--- src/rtl/core/iaq_pkg.sv ---
package iaq_pkg;

    localparam int IAQ_QUEUE_DEPTH = 16;
    localparam int IAQ_CODE_W      = 16;
    localparam int IAQ_PAYLOAD_W   = 48;
    localparam int IAQ_WORD_W      = IAQ_CODE_W + IAQ_PAYLOAD_W;
    localparam int IAQ_STATE_W     = 32;
    localparam int IAQ_POS_W       = 32;

    typedef enum logic [2:0] {
        OP_APPEND       = 3'd0,
        OP_OVERWRITE    = 3'd1,
        OP_INSERT       = 3'd2,
        OP_CLEAR_ACTIVE = 3'd3,
        OP_CLEAR_QUEUE  = 3'd4,
        OP_CLEAR_ALL    = 3'd5,
        OP_MARK_ACTIVE  = 3'd6,
        OP_NONE         = 3'd7
    } iaq_opcode_t;

    typedef struct packed {
        logic append;
        logic overwrite;
        logic insert;
    } iaq_cmd_t;

endpackage

--- src/rtl/core/iaq_cell.sv ---
module iaq_cell #(
    parameter int QUEUE_DEPTH = iaq_pkg::IAQ_QUEUE_DEPTH,
    parameter int IDX         = 0
) (
    input  logic                                 clk,
    input  logic                                 rst_n,
    input  iaq_pkg::iaq_cmd_t                    cmd,
    input  logic [$clog2(QUEUE_DEPTH+1)-1:0]     pos,
    input  logic [$clog2(QUEUE_DEPTH+1)-1:0]     tail,
    input  logic [iaq_pkg::IAQ_WORD_W-1:0]       word,
    input  logic [iaq_pkg::IAQ_WORD_W-1:0]       prev,
    output logic [iaq_pkg::IAQ_WORD_W-1:0]       slot
);
    import iaq_pkg::*;

    localparam int CW = $clog2(QUEUE_DEPTH + 1);
    localparam logic [CW-1:0] IDX_C = CW'(IDX);

    logic [IAQ_WORD_W-1:0] slot_reg;
    logic [IAQ_WORD_W-1:0] slot_next;
    logic                  load;
    logic                  shift;

    assign load  = (cmd.overwrite && (IDX_C == '0))
                || (cmd.append && (IDX_C == tail))
                || (cmd.insert && (IDX_C == pos));
    assign shift = cmd.insert && (IDX_C > pos) && (IDX_C <= tail);

    always_comb
    begin
        slot_next = slot_reg;
        if (load)
        begin
            slot_next = word;
        end
        else if (shift)
        begin
            slot_next = prev;
        end
    end

    always_ff @(posedge clk or negedge rst_n)
    begin
        if (!rst_n)
        begin
            slot_reg <= '0;
        end
        else
        begin
            slot_reg <= slot_next;
        end
    end

    assign slot = slot_reg;

endmodule

--- src/rtl/core/iaq_ctrl.sv ---
module iaq_ctrl #(
    parameter int QUEUE_DEPTH = iaq_pkg::IAQ_QUEUE_DEPTH
) (
    input  logic                                     clk,
    input  logic                                     rst_n,
    input  logic                                     accept,
    input  logic [2:0]                               operation,
    input  logic                                     load_states,
    input  logic signed [iaq_pkg::IAQ_STATE_W-1:0]   state_one_in,
    input  logic signed [iaq_pkg::IAQ_STATE_W-1:0]   state_two_in,
    input  logic signed [iaq_pkg::IAQ_POS_W-1:0]     insert_position,
    output iaq_pkg::iaq_cmd_t                        cmd,
    output logic [$clog2(QUEUE_DEPTH+1)-1:0]         pos,
    output logic [$clog2(QUEUE_DEPTH+1)-1:0]         tail,
    output logic [$clog2(QUEUE_DEPTH+1)-1:0]         count,
    output logic                                     active,
    output logic                                     overflow,
    output logic                                     done,
    output logic signed [iaq_pkg::IAQ_STATE_W-1:0]   state_one,
    output logic signed [iaq_pkg::IAQ_STATE_W-1:0]   state_two
);
    import iaq_pkg::*;

    localparam int CW = $clog2(QUEUE_DEPTH + 1);
    localparam logic [CW-1:0] DEPTH_C = CW'(QUEUE_DEPTH);
    localparam logic [CW-1:0] ONE_C   = CW'(1);

    iaq_opcode_t             op;
    logic                    full;
    logic [CW-1:0]           count_reg;
    logic [CW-1:0]           count_next;
    logic                    active_reg;
    logic                    active_next;
    logic                    overflow_reg;
    logic                    overflow_next;
    logic                    done_reg;
    logic [IAQ_STATE_W-1:0]  state_one_reg;
    logic [IAQ_STATE_W-1:0]  state_two_reg;

    assign op   = iaq_opcode_t'(operation);
    assign full = count_reg >= DEPTH_C;
    assign tail = count_reg + ONE_C;

    always_comb
    begin
        if ((count_reg == '0) && !active_reg)
        begin
            pos = ONE_C;
        end
        else if (insert_position[IAQ_POS_W-1])
        begin
            pos = '0;
        end
        else if (insert_position[IAQ_POS_W-2:0] > (IAQ_POS_W-1)'(count_reg))
        begin
            pos = tail;
        end
        else
        begin
            pos = insert_position[CW-1:0];
        end
    end

    always_comb
    begin
        cmd           = '0;
        count_next    = count_reg;
        active_next   = active_reg;
        overflow_next = 1'b0;
        if (accept)
        begin
            unique case (op)
                OP_APPEND, OP_INSERT:
                begin
                    if (full)
                    begin
                        overflow_next = 1'b1;
                    end
                    else
                    begin
                        cmd.append = (op == OP_APPEND);
                        cmd.insert = (op == OP_INSERT);
                        count_next = tail;
                    end
                end
                OP_OVERWRITE:    cmd.overwrite = 1'b1;
                OP_CLEAR_ACTIVE: active_next = 1'b0;
                OP_CLEAR_QUEUE:  count_next = '0;
                OP_CLEAR_ALL:
                begin
                    active_next = 1'b0;
                    count_next  = '0;
                end
                OP_MARK_ACTIVE:  active_next = 1'b1;
                OP_NONE:         ;
            endcase
        end
    end

    always_ff @(posedge clk or negedge rst_n)
    begin
        if (!rst_n)
        begin
            count_reg     <= '0;
            active_reg    <= 1'b0;
            overflow_reg  <= 1'b0;
            done_reg      <= 1'b0;
            state_one_reg <= '0;
            state_two_reg <= '0;
        end
        else
        begin
            count_reg    <= count_next;
            active_reg   <= active_next;
            overflow_reg <= overflow_next;
            done_reg     <= accept;
            if (accept && load_states)
            begin
                state_one_reg <= state_one_in;
                state_two_reg <= state_two_in;
            end
        end
    end

    assign count     = count_reg;
    assign active    = active_reg;
    assign overflow  = overflow_reg;
    assign done      = done_reg;
    assign state_one = state_one_reg;
    assign state_two = state_two_reg;

`ifndef SYNTH
    a_count_bounded: assert property (@(posedge clk) disable iff (!rst_n)
        count_reg <= DEPTH_C)
        else $error("queued count above depth");

    a_overflow_full: assert property (@(posedge clk) disable iff (!rst_n)
        overflow_reg |-> (count_reg == DEPTH_C))
        else $error("overflow without full queue");

    a_transfer_done: assert property (@(posedge clk) disable iff (!rst_n)
        accept |=> done_reg)
        else $error("transfer without result strobe");

    a_count_step: assert property (@(posedge clk) disable iff (!rst_n)
        (count_reg > $past(count_reg)) |-> (count_reg == $past(count_reg) + ONE_C))
        else $error("queued count grew by more than one");
`endif

endmodule

--- src/rtl/core/insertable_action_queue.sv ---
// Insertable action queue: slot 0 holds the current action, slots 1..count
// hold queued actions, built as a chain of slot cells that shift in parallel.
// Input channel: start with operation, action_code, action_payload,
// load_states, state_one_in, state_two_in, insert_position; a transfer
// happens on a rising edge with start high and busy low. busy stays low, so
// a new command may be given on every cycle.
// Result channel: done is high for exactly one cycle, the cycle after the
// command transfer, with head_code, head_payload, queued_count, active_flag,
// overflow_flag, state_one_out and state_two_out showing the state after
// that command. Throughput is one command per cycle: every slot cell decides
// hold, load or shift from the broadcast command, and the position clamp is
// one compare against the count.
// The receiver cannot stall; each result is valid only while done is high.
// Reset clears all slots, the count, the active flag and the state words;
// no command is pending after reset.
module insertable_action_queue #(
    parameter int QUEUE_DEPTH = iaq_pkg::IAQ_QUEUE_DEPTH
) (
    input  logic                                      clk,
    input  logic                                      rst_n,
    input  logic                                      start,
    output logic                                      busy,
    input  logic [2:0]                                operation,
    input  logic [iaq_pkg::IAQ_CODE_W-1:0]            action_code,
    input  logic [iaq_pkg::IAQ_PAYLOAD_W-1:0]         action_payload,
    input  logic                                      load_states,
    input  logic signed [iaq_pkg::IAQ_STATE_W-1:0]    state_one_in,
    input  logic signed [iaq_pkg::IAQ_STATE_W-1:0]    state_two_in,
    input  logic signed [iaq_pkg::IAQ_POS_W-1:0]      insert_position,
    output logic                                      done,
    output logic [iaq_pkg::IAQ_CODE_W-1:0]            head_code,
    output logic [iaq_pkg::IAQ_PAYLOAD_W-1:0]         head_payload,
    output logic [$clog2(QUEUE_DEPTH+1)-1:0]          queued_count,
    output logic                                      active_flag,
    output logic                                      overflow_flag,
    output logic signed [iaq_pkg::IAQ_STATE_W-1:0]    state_one_out,
    output logic signed [iaq_pkg::IAQ_STATE_W-1:0]    state_two_out
);
    import iaq_pkg::*;

    localparam int CW = $clog2(QUEUE_DEPTH + 1);

    iaq_cmd_t              cmd;
    logic [CW-1:0]         pos;
    logic [CW-1:0]         tail;
    logic                  accept;
    logic [IAQ_WORD_W-1:0] word;
    logic [IAQ_WORD_W-1:0] slot_q [QUEUE_DEPTH+1];

    assign busy   = 1'b0;
    assign accept = start && !busy;
    assign word   = {action_payload, action_code};

    iaq_ctrl #(
        .QUEUE_DEPTH (QUEUE_DEPTH)
    ) u_ctrl (
        .clk             (clk),
        .rst_n           (rst_n),
        .accept          (accept),
        .operation       (operation),
        .load_states     (load_states),
        .state_one_in    (state_one_in),
        .state_two_in    (state_two_in),
        .insert_position (insert_position),
        .cmd             (cmd),
        .pos             (pos),
        .tail            (tail),
        .count           (queued_count),
        .active          (active_flag),
        .overflow        (overflow_flag),
        .done            (done),
        .state_one       (state_one_out),
        .state_two       (state_two_out)
    );

    for (genvar i = 0; i <= QUEUE_DEPTH; i++)
    begin : g_cell
        logic [IAQ_WORD_W-1:0] prev;
        if (i == 0)
        begin : g_head
            assign prev = '0;
        end
        else
        begin : g_body
            assign prev = slot_q[i-1];
        end

        iaq_cell #(
            .QUEUE_DEPTH (QUEUE_DEPTH),
            .IDX         (i)
        ) u_cell (
            .clk   (clk),
            .rst_n (rst_n),
            .cmd   (cmd),
            .pos   (pos),
            .tail  (tail),
            .word  (word),
            .prev  (prev),
            .slot  (slot_q[i])
        );
    end

    assign head_code    = slot_q[0][IAQ_CODE_W-1:0];
    assign head_payload = slot_q[0][IAQ_WORD_W-1:IAQ_CODE_W];

endmodule

--- config.mk ---
export PLATFORM = sky130hd
export DESIGN_NAME = insertable_action_queue
export DESIGN_NICKNAME = d
export VERILOG_FILES = /design/src/rtl/core/iaq_pkg.sv /design/src/rtl/core/iaq_cell.sv /design/src/rtl/core/iaq_ctrl.sv /design/src/rtl/core/insertable_action_queue.sv
export SDC_FILE = /design/constraint.sdc
export NUM_CORES = 1
export LEC_CHECK = 0
export ABC_AREA = 1
export BUFFER_PORTS_ARGS = -buffer_cell sky130_fd_sc_hd__buf_4
export CAP_MARGIN = 40
export CORE_UTILIZATION = 45
export CTS_CLUSTER_SIZE = 24
export DETAILED_ROUTE_END_ITERATION = 8
export HOLD_SLACK_MARGIN = 0.05
export PLACE_DENSITY_LB_ADDON = 0.15
export SETUP_SLACK_MARGIN = 0.2
export SYNTH_ARGS = -nofsm -noshare
export SYNTH_HDL_FRONTEND = slang
export SYNTH_SLANG_ARGS = --single-unit
export TNS_END_PERCENT = 20
--- constraint.sdc ---
create_clock -name clk -period 3.4 [get_ports clk]
set_input_delay 0.51 -clock clk [delete_from_list [all_inputs] [get_ports clk]]
set_output_delay 0.51 -clock clk [all_outputs]
set_load 0.02 [all_outputs]
==> results of run 1 <==
[worst paths after layout]
check                                                       from                                     to  slack [ps]  depth (start not counted)
setup / recovery                     u_ctrl.count[2]$_DFFE_PN0P_  g_cell[0].u_cell.slot[19]$_DFFE_PN0P_         970                         14
hold / removal                                             rst_n        u_ctrl.state_two[6]$_DFFE_PN0P_         100                          1
setup reg to reg                     u_ctrl.count[2]$_DFFE_PN0P_  g_cell[0].u_cell.slot[19]$_DFFE_PN0P_         970                         14
hold reg to reg            g_cell[0].u_cell.slot[59]$_DFFE_PN0P_  g_cell[0].u_cell.slot[59]$_DFFE_PN0P_         470                          2
max in group asynchronous                                  rst_n       u_ctrl.state_one[19]$_DFFE_PN0P_        2320                          2
min in group clk                                    operation[0]              u_ctrl.overflow$_DFF_PN0_         280                          2
[power by group through the flow]
stage	sequential (W)	combinational [W]	clock, W
floorplan	0.00290	0.000637	0
global placement	0.00236	0.00221	0
finish	0.00235	0.00223	0.00211
detailed placement	0.00237	0.00226	0
global route	0.00241	0.00240	0.00221
CTS	0.00235	0.00226	0.00215
[per-layer routing]
metal | share of wire [%] | up-vias
li1 | - | 2374
met1 | 39 | 2402
met2 | 52 | 194
met3 | 7.4 | 26
met4 | 1.7 | 0
met5 | 0 | -
[logic make-up (layout without fill, tap and decap cells)]
| family | count (synthesis) | after routing | share of synthesized area (%) |
|---|---|---|---|
| other | 1 | 1 | 0.0612 |
| AND/OR/NAND/NOR | 271 | 271 | 23.8 |
| flip-flops | 136 | 136 | 55.6 |
| buffers and inverters | 48 | 360 | 5.86 |
| multiplexers | 64 | 64 | 11.8 |
| adder cells (fa/ha/maj) | 8 | 8 | 1.63 |
| AO/OA/AOI/OAI | 10 | 10 | 1.02 |
| XOR/XNOR | 2 | 2 | 0.286 |
[placed cells by master, fill, tap and decap left out, types with 3 or more instances in the layout]
| cell type | synthesis | final |
|---|---|---|
| buf_4 | 1 | 306 |
| nand2_1 | 158 | 157 |
| dfrtp_1 | 136 | 136 |
| mux2_1 | 64 | 64 |
| nand3_2 | 61 | 61 |
| nor2_1 | 24 | 24 |
| clkbuf_16 | 0 | 17 |
| nand3_1 | 16 | 16 |
| inv_1 | 15 | 15 |
| ha_1 | 8 | 8 |
| bufinv_16 | 0 | 6 |
| o22ai_1 | 5 | 5 |
| nand4_1 | 4 | 4 |
| inv_2 | 3 | 3 |
| inv_6 | 0 | 3 |
[metrics by stage]
step	hold slack, ps	cell area, µm²	std cells	util, %
after floorplan	214	6120	540	-
after global placement	455	8400	996	63.4
after detailed placement	461	8400	996	63.4
after CTS	102	9080	1028	68.6
after global routing	135	9080	1028	68.6
final	100	9080	1028	68.6
[worst max-delay path, cell delays in order (launching register included)]
cell	delay [ps]
dfrtp_1	490
inv_1	110
ha_1	340
a21oi_1	140
nand2_1	60
nand2_1	80
nand3_1	70
nand2_1	60
nand3_1	60
nand3_1	100
nand2_2	70
nand2_4	90
nand2_4	360
nand2_1	210
nand2_1	60
[layout make-up]
type,count,area [µm²]
Multi-Input combinational cell,356,2360
Tap cell,176,220
Fill cell,1008,4160
Clock buffer,18,439
Timing Repair Buffer,308,2340
Sequential cell,136,3400
Inverter,20,75.1
Clock inverter,14,244
==> impl_metrics.json, run 1 <==
{
  "synth_edf_count": 0,
  "clk_path_buf_depth": 2,
  "critPathRequiredTime_ps": 3700,
  "gp_congestion": 0.821,
  "synth_warnings": 0,
  "antenna_left": 0,
  "clock_sinks": 136,
  "largest_reg_flops": 64,
  "port_buffers": 302,
  "drive_gt1_share_pct": 47.9,
  "critPathLaunchType": "register",
  "synth_top_area_share_pct": 55.6,
  "dp_slack_ps": 886,
  "ys_ff_latch": 136,
  "synth.most_common_cell": "nand2_1",
  "criticalPathCategory": "reg2reg",
  "nets": 1014,
  "start_util_pct": 46.2,
  "syn_area_per_cell_um2": 11.3,
  "numCtsBuffers": 17,
  "finClkSkew_ps": 5.70,
  "busiest_layer": "met2",
  "n_antenna_cell": 0,
  "cts-root-buf": "clkbuf_16",
  "synth_area_um2": 6120,
  "use_met2_pct": 41.9,
  "finalWorstSetupSlack_ps": 971,
  "syn_nets": 715,
  "clock_latency_ps": 410,
  "fin_setup_tns_ps": 0,
  "fp-row-count": 42,
  "switchingPower_w": 0.00227,
  "dr.pass1.iters": 4,
  "final_max_slew_viol_count": 0,
  "power.leakage_nw": 4.63,
  "ir_drop_mv": 0.483,
  "comb_power_share_pct": 33.4,
  "dp_hpwl_mm": 12.1,
  "pwr-share-clk_pct": 31.5,
  "synthArstFlopShare_pct": 100,
  "dieArea_um2": 14100,
  "wl_mm": 16.3,
  "power.density_nw_per_um2": 737,
  "swShare_pct": 33.9,
  "grt_pass1_vias": 5050,
  "grt_setup_unrepaired": "false",
  "synthCells": 540,
  "cap_viol_max_count": 0,
  "synth_area_leader_cell": "dfrtp_1",
  "die_w_um": 119,
  "drt_iter0_drc": 226,
  "area_delta_synth_final_pct": 48.3,
  "min_path_type": "in2async",
  "finalHoldViolations": 0,
  "relSlewSlack_pct": 56.1,
  "h-tree-depth": 4,
  "synthTopCellsByArea": "dfrtp_1, mux2_1, nand3_2, nand2_1, buf_12",
  "crit_fanout": 64,
  "via_per_inst": 4.86,
  "cts_setup_buffers": 0,
  "grt_util_met1_pct": 28.1,
  "grt_max_degree": 65,
  "vias": 4996,
  "gr-usage-all-layers_pct": 24.1,
  "critPathArrivalTime_ps": 2730,
  "wl_per_cell_um": 15.8,
  "coreArea_um2": 13200,
  "worstMarginPinSlew_ps": 658,
  "period_needed_ps": 2430,
  "synth_common_cells": "nand2_1, dfrtp_1, mux2_1",
  "synth-main-ff-cell": "dfrtp_1",
  "synthDistinctLibCells": 30,
  "path_clk_slew_ps": 60,
  "setup_viol": 0,
  "status": "finished, final reports clean",
  "use_met3_pct": 7.29,
  "end_kind": "register",
  "p_int_w": 0.00443,
  "period_share_pct": 71.4,
  "total_power_w": 0.00669,
  "drc": 0,
  "ctsHoldBuffers": 0,
  "gr-total-overflow": 0,
  "timing.fmax_ghz": 0.412,
  "die-height_um": 119,
  "ios": 304,
  "grt_pass1_wl_mm": 26.3,
  "cts_tree": "built",
  "antenna_found_initial": 0,
  "cts_resized": 0,
  "p_seq_share_pct": 35.2,
  "ys_seq_area_share_pct": 55.6
}
Power figures use the tool's default switching activity.
==> inputs of run 2 (changes only) <==
==> constraint.sdc (replaced) <==
create_clock -name clk -period 2.4 [get_ports clk]
set_input_delay 0.36 -clock clk [delete_from_list [all_inputs] [get_ports clk]]
set_output_delay 0.36 -clock clk [all_outputs]
set_load 0.02 [all_outputs]
==> run 2 against run 1 <==
Compared with the run above:
- routed wire length grew 9.4%
- core utilization is 3.2 points higher
- largest power group is now combinational cells
- sequential share of layout area shrank 1.7 points
- non-clock buffer count rose by 22
- register-to-register slack got worse by 700 ps
- clock power is 19% higher
- maximum frequency increased by 14%
- combinational power up 57%
- cell count grew 2.0%
- critical path depth rose by 2
==> impl_metrics.json, run 2 (synthesized netlist as in run 1, its figures left out) <==
{
  "area_delta_synth_final_pct": 55.3,
  "crit_path_top_delay_cell": "dfrtp_1",
  "port_buffers": 302,
  "holdPathStages": 2,
  "critPathArrivalTime_ps": 2430,
  "crit_path_cell_trace": "inv_2 -> ha_4 -> nand2_2 -> inv_2 -> nand3_2 -> nor2_2 -> nand2_1 -> nand2_1 -> nand3_1 -> nand3_1 -> nand2_2 -> nand2_8 -> nand2_8 -> clkbuf_16 -> nand2_4 -> nand2_1",
  "grt_setup_unrepaired": "true",
  "clock_latency_ps": 410,
  "critPathRequiredTime_ps": 2690,
  "switchingPower_w": 0.00329,
  "largest_reg_flops": 64,
  "min_path_type": "in2reg",
  "pwr-share-clk_pct": 26.7,
  "drc": 0,
  "coreArea_um2": 13200,
  "crit_fanout": 8,
  "cp_common_cell": "nand2_1",
  "clk_path_buf_depth": 2,
  "antenna_found_initial": 0,
  "via_per_inst": 4.92,
  "gp_congestion": 0.825,
  "grt_pass1_vias": 5319,
  "fin_setup_tns_ps": 0,
  "reg2reg_depth": 16,
  "cp_top_family": "simple AND/OR/NAND/NOR gates",
  "place_area_um2": 8500,
  "dieArea_um2": 14100,
  "drt_iter0_drc": 181,
  "cp_num_cells": 16,
  "stdcell_area_um2": 9510,
  "mostFrequentLayoutCells": "buf_4, nand2_1, dfrtp_1",
  "finClkSkew_ps": 6.78,
  "criticalPathCategory": "reg2reg",
  "final_cells": 1049,
  "grt_max_degree": 52,
  "end_kind": "register",
  "vias": 5166,
  "power.density_nw_per_um2": 987,
  "start_util_pct": 46.2,
  "drive_gt1_share_pct": 53.0,
  "fp-row-count": 42,
  "p_int_w": 0.00610,
  "dp_slack_ps": 255,
  "h-tree-depth": 4,
  "power.leakage_nw": 4.77,
  "final_max_slew_viol_count": 0,
  "setup_viol": 0,
  "ios": 304,
  "layout_commonest_cell": "buf_4",
  "worstMarginPinSlew_ps": 733,
  "relSlewSlack_pct": 51.1,
  "cp_num_buf_inv": 3,
  "status": "finished, final reports clean",
  "die_w_um": 119,
  "critPathLaunchType": "register",
  "cts-root-buf": "clkbuf_16",
  "p_seq_share_pct": 35.9,
  "numCtsBuffers": 17,
  "n_antenna_cell": 0,
  "nFillCells": 953,
  "finalHoldViolations": 0,
  "period_needed_ps": 2130,
  "dr.pass1.iters": 4,
  "wl_per_cell_um": 17.0,
  "wl_mm": 17.8,
  "timing.fmax_ghz": 0.469,
  "gr-total-overflow": 0,
  "comb_power_share_pct": 37.4,
  "max_stage_delay_ps": 400,
  "grt_pass1_wl_mm": 27.3,
  "gr-usage-all-layers_pct": 25.1,
  "finalWorstSetupSlack_ps": 268,
  "dp_hpwl_mm": 12.8,
  "swShare_pct": 35.0,
  "ir_drop_mv": 0.742,
  "dp.cells": 1003,
  "clock_sinks": 136,
  "cts_tree": "built",
  "antenna_left": 0,
  "die-height_um": 119,
  "cap_viol_max_count": 0,
  "period_share_pct": 88.8,
  "path_clk_slew_ps": 50,
  "nets": 1037
}
run 2: changes by cell type in the layout (fill, tap and decap cells not counted), sizes merged:
cell	previous run	this run
clkinvlp	2	3
clkbuf	18	28
dlygate4sd3	0	1
nand2	161	162
bufinv	6	2
buf	308	323
inv	21	18
run 2: worst reg2reg max path, stage by stage (launching register included):
cell and delay (ps):
dfrtp_1 400, inv_2 80, ha_4 280, nand2_2 50, inv_2 50, nand3_2 60
nor2_2 120, nand2_1 60, nand2_1 60, nand3_1 70, nand3_1 100, nand2_2 90
nand2_8 150, nand2_8 100, clkbuf_16 230, nand2_4 60, nand2_1 50
run 2: stage by stage:
step / utilization, % / total power, W / hold WS [ps]
6_report: 71.8 / 0.00939 / 147
5_1_grt: 71.8 / 0.00986 / 128
4_1_cts: 68.6 / 0.00917 / 125
3_5_place_dp: 64.2 / 0.00663 / 411
3_3_place_gp: 64.2 / 0.00653 / 406
2_1_floorplan: - / 0.00500 / 64.4
run 2: worst paths after layout:
check                                                       from                               endpoint  slack (ps)
max                                  u_ctrl.count[4]$_DFFE_PN0P_  g_cell[0].u_cell.slot[33]$_DFFE_PN0P_         270
min reg2reg                g_cell[0].u_cell.slot[52]$_DFFE_PN0P_  g_cell[0].u_cell.slot[52]$_DFFE_PN0P_         470
min                                                 operation[0]              u_ctrl.overflow$_DFF_PN0_         150
max in group asynchronous                                  rst_n       u_ctrl.state_one[13]$_DFFE_PN0P_        1020
max reg2reg                          u_ctrl.count[4]$_DFFE_PN0P_  g_cell[0].u_cell.slot[33]$_DFFE_PN0P_         270
min in group asynchronous                                  rst_n        u_ctrl.state_two[6]$_DFFE_PN0P_         520
run 2: final cells by class:
class	count	area (µm²)	share of cell area, %
clock buffers	22	474	4.98
clock inverters	8	97.6	1.03
inverters	20	75.1	0.789
multi-input cells	357	2570	27.0
flip-flops and latches	136	3410	35.8
well taps	176	220	2.31
repair buffers	330	2670	28.0
run 2: layer usage:
layer  track usage [%]  routed length, µm
met1              29.1               6830
met2              43.1               9290
met3              8.16               1250
met4              9.57                441
met5                 0                  0
run 2: what timing repair did:
item,CTS,global route
setup endpoints to repair,0,64
buffers inserted,0,6
gates resized for setup,0,48
endpoints found under the hold margin,42,0
hold buffers,1,0
run 2: power groups by stage:
stage               Combinational (W)  Sequential [W]  Clock, W
floorplan                    0.000902         0.00410         0
global placement              0.00320         0.00333         0
detailed placement            0.00327         0.00336         0
CTS                           0.00328         0.00333   0.00256
global route                  0.00376         0.00345   0.00265
finish                        0.00351         0.00337   0.00251
==> inputs of run 3 (changes only) <==
--- a/config.mk
+++ b/config.mk
@@ -5,12 +5,12 @@
 export SDC_FILE = /design/constraint.sdc
 export NUM_CORES = 1
 export LEC_CHECK = 0
-export ABC_AREA = 1
 export BUFFER_PORTS_ARGS = -buffer_cell sky130_fd_sc_hd__buf_4
 export CAP_MARGIN = 40
-export CORE_UTILIZATION = 45
+export CORE_AREA = 2 2 118 120
 export CTS_CLUSTER_SIZE = 24
 export DETAILED_ROUTE_END_ITERATION = 8
+export DIE_AREA = 0 0 120 122
 export HOLD_SLACK_MARGIN = 0.05
 export PLACE_DENSITY_LB_ADDON = 0.15
 export SETUP_SLACK_MARGIN = 0.2
==> run 3 against run 2 <==
Compared with the run above:
- synthesized cell count down 33%
- global-route usage fell by 3.6 points
- worst setup slack got worse by 310 ps
- the run now ends with negative setup slack left
- non-clock buffer count is 2 higher
- sequential power down 6.8%
- combinational power down 17%
- core utilization fell by 4.3 points
==> impl_metrics.json, run 3 <==
{
  "path_clk_slew_ps": 60,
  "final_max_slew_viol_count": 0,
  "synthSimpleGateAreaFrac_pct": 4.16,
  "die_w_um": 120,
  "h-tree-depth": 4,
  "synth_compound_area_share_pct": 2.57,
  "synthArstFlopShare_pct": 100,
  "synth_warnings": 0,
  "switchingPower_w": 0.00272,
  "fp-row-count": 43,
  "synth_mux_area_share_pct": 26.7,
  "drt_iter0_drc": 169,
  "max_stage_delay_ps": 430,
  "relSlewSlack_pct": 51.6,
  "drive_gt1_share_pct": 72.7,
  "critPathArrivalTime_ps": 2750,
  "clock_sinks": 136,
  "dieArea_um2": 14600,
  "status": "finished, violations left",
  "power.density_nw_per_um2": 947,
  "ys_ff_latch": 136,
  "vias": 4341,
  "critPathLaunchType": "register",
  "gr-usage-all-layers_pct": 21.5,
  "synthCells": 360,
  "wl_mm": 16.0,
  "cts-root-buf": "clkbuf_16",
  "p_int_w": 0.00592,
  "timing.fmax_ghz": 0.409,
  "ir_drop_mv": 0.486,
  "grt_pass1_wl_mm": 24.1,
  "port_buffers": 302,
  "numCtsBuffers": 17,
  "dp_hpwl_mm": 11.2,
  "min_path_type": "in2async",
  "synth_edf_count": 0,
  "finalWorstSetupSlack_ps": -45.3,
  "syn_area_per_cell_um2": 15.1,
  "synth_top_area_share_pct": 62.5,
  "swShare_pct": 31.5,
  "n_antenna_cell": 0,
  "gp_congestion": 0.829,
  "power.leakage_nw": 4.41,
  "final_util_pct": 67.6,
  "ios": 304,
  "grt_setup_unrepaired": "true",
  "p_seq_share_pct": 36.3,
  "area_delta_synth_final_pct": 67.5,
  "criticalPathCategory": "reg2reg",
  "crit_path_top_delay_cell": "dfrtp_2",
  "finClkSkew_ps": 6.78,
  "final_cells": 891,
  "pwr-share-clk_pct": 29.8,
  "nets": 873,
  "synthDistinctLibCells": 30,
  "critPathRequiredTime_ps": 2700,
  "comb_power_share_pct": 33.9,
  "cap_viol_max_count": 0,
  "violations": "negative setup slack",
  "worstMarginPinSlew_ps": 726,
  "synth_area_leader_cell": "dfrtp_1",
  "finalHoldViolations": 0,
  "crit_path_cell_trace": "inv_2 -> ha_4 -> or4_4 -> o22ai_4 -> a211oi_2 -> a211oi_4 -> buf_6 -> clkbuf_16 -> mux2_2",
  "synthAdderAreaFrac_pct": 1.84,
  "wl_per_cell_um": 18.0,
  "largest_reg_flops": 64,
  "synth_top_family_by_area": "multiplexers",
  "start_util_pct": 40.3,
  "synth-main-ff-cell": "dfrtp_1",
  "synth-xor-area-share_pct": 0,
  "end_kind": "register",
  "period_share_pct": 102,
  "coreArea_um2": 13500,
  "grt_pass1_vias": 4499,
  "dp.cells": 848,
  "synth_area_um2": 5450,
  "via_per_inst": 4.87,
  "cts_tree": "built",
  "gr-total-overflow": 0,
  "synth.most_common_cell": "dfrtp_1",
  "setup_viol": 59,
  "syn_nets": 535,
  "dr.pass1.iters": 4,
  "period_needed_ps": 2450,
  "crit_fanout": 10,
  "synth_common_cells": "dfrtp_1, mux2_2, nand2_1, nor2_1, o21ai_0",
  "antenna_found_initial": 0,
  "synthTopCellsByArea": "dfrtp_1, mux2_2, mux2_1, ha_1, buf_6",
  "mostFrequentLayoutCells": "buf_4, dfrtp_1, mux2_2",
  "clock_latency_ps": 420,
  "antenna_left": 0,
  "grt_max_degree": 137,
  "layout_commonest_cell": "buf_4",
  "ys_seq_area_share_pct": 62.5,
  "drc": 0,
  "die-height_um": 122,
  "clk_path_buf_depth": 2
}
[run 3: cells by family after synthesis]
logic type / count (synthesis)
AOI/OAI and AO/OA: 23
adders and majority gates: 8
buffers and inverters: 19
DFF: 136
muxes: 129
other: 1
and+or+nand+nor: 44
[run 3: path summary, 6_finish.rpt]
kind | cells after the start | startpoint | slack [ps] | end
worst min register to register | 1 | g_cell[0].u_cell.slot[50]$_DFFE_PN0P_ | 490 | g_cell[0].u_cell.slot[50]$_DFFE_PN0P_
worst max-delay path | 9 | u_ctrl.count[0]$_DFFE_PN0P_ | -50 | g_cell[0].u_cell.slot[17]$_DFFE_PN0P_
worst min-delay path | 2 | rst_n | 50 | u_ctrl.state_one[10]$_DFFE_PN0P_
max in group asynchronous | 2 | rst_n | 1760 | u_ctrl.count[1]$_DFFE_PN0P_
worst max register to register | 9 | u_ctrl.count[0]$_DFFE_PN0P_ | -50 | g_cell[0].u_cell.slot[17]$_DFFE_PN0P_
min in group clk | 1 | start | 120 | u_ctrl.done$_DFF_PN0_
[run 3: layer usage]
| layer | part of all wire (%) | routed length (µm) | GRT usage [%] | vias to the layer above |
|---|---|---|---|---|
| met3 | 8.4 | 1360 | 7.68 | 30 |
| met5 | 0 | 0 | 0 | - |
| met4 | 2.4 | 384 | 9.19 | 0 |
| li1 | - | - | - | 1970 |
| met1 | 38 | 6040 | 24.7 | 2147 |
| met2 | 52 | 8270 | 36.4 | 194 |
[run 3: timing repair]
item                       in CTS  in global routing
buffers inserted                5                  0
pin swaps                       7                  0
hold buffers                    0                  0
setup endpoints to repair      64                 64
gates cloned                    4                  2
gates resized for setup        53                  7
hold endpoints to repair        0                  0
[run 3: power by group through the flow]
| stage | registers [W] | logic [W] | clock network (W) |
|---|---|---|---|
| 2_1_floorplan | 0.00380 | 0.000665 | 0 |
| 3_3_place_gp | 0.00313 | 0.00268 | 0 |
| 3_5_place_dp | 0.00315 | 0.00273 | 0 |
| 4_1_cts | 0.00313 | 0.00291 | 0.00263 |
| 5_1_grt | 0.00320 | 0.00309 | 0.00273 |
| 6_report | 0.00314 | 0.00293 | 0.00258 |
[run 3: cell type report]
class / instances / area [µm²]
clock buffer: 18 / 439
clock inverter: 14 / 144
fill: 971 / 4380
inverter: 6 / 25.0
multi-input combinational: 205 / 2180
sequential: 136 / 3410
tap: 180 / 225
timing repair buffer: 332 / 2700
[run 3: critical path: cells and delay by family (launching register included)]
kind / cells / cell delay [ps]
multiplexers: 1 / 340
flip-flops: 1 / 430
AO/OA/AOI/OAI: 3 / 460
buffers and inverters: 3 / 470
adder cells (fa/ha/maj): 1 / 200
AND/OR/NAND/NOR: 1 / 430
[run 3: stage by stage]
step	total power [W]	hold slack, ps	worst slack [ps]	setup TNS, ps	instance area (µm²)
2_1_floorplan	0.00446	64.4	-173	-10150	5510
3_3_place_gp	0.00582	471	-88.1	-4400	8100
3_5_place_dp	0.00588	477	-119	-5940	8100
4_1_cts	0.00866	92.1	-17.5	-146	9020
5_1_grt	0.00902	98.3	-134	-6830	9130
6_report	0.00864	51.8	-45.3	-1430	9130
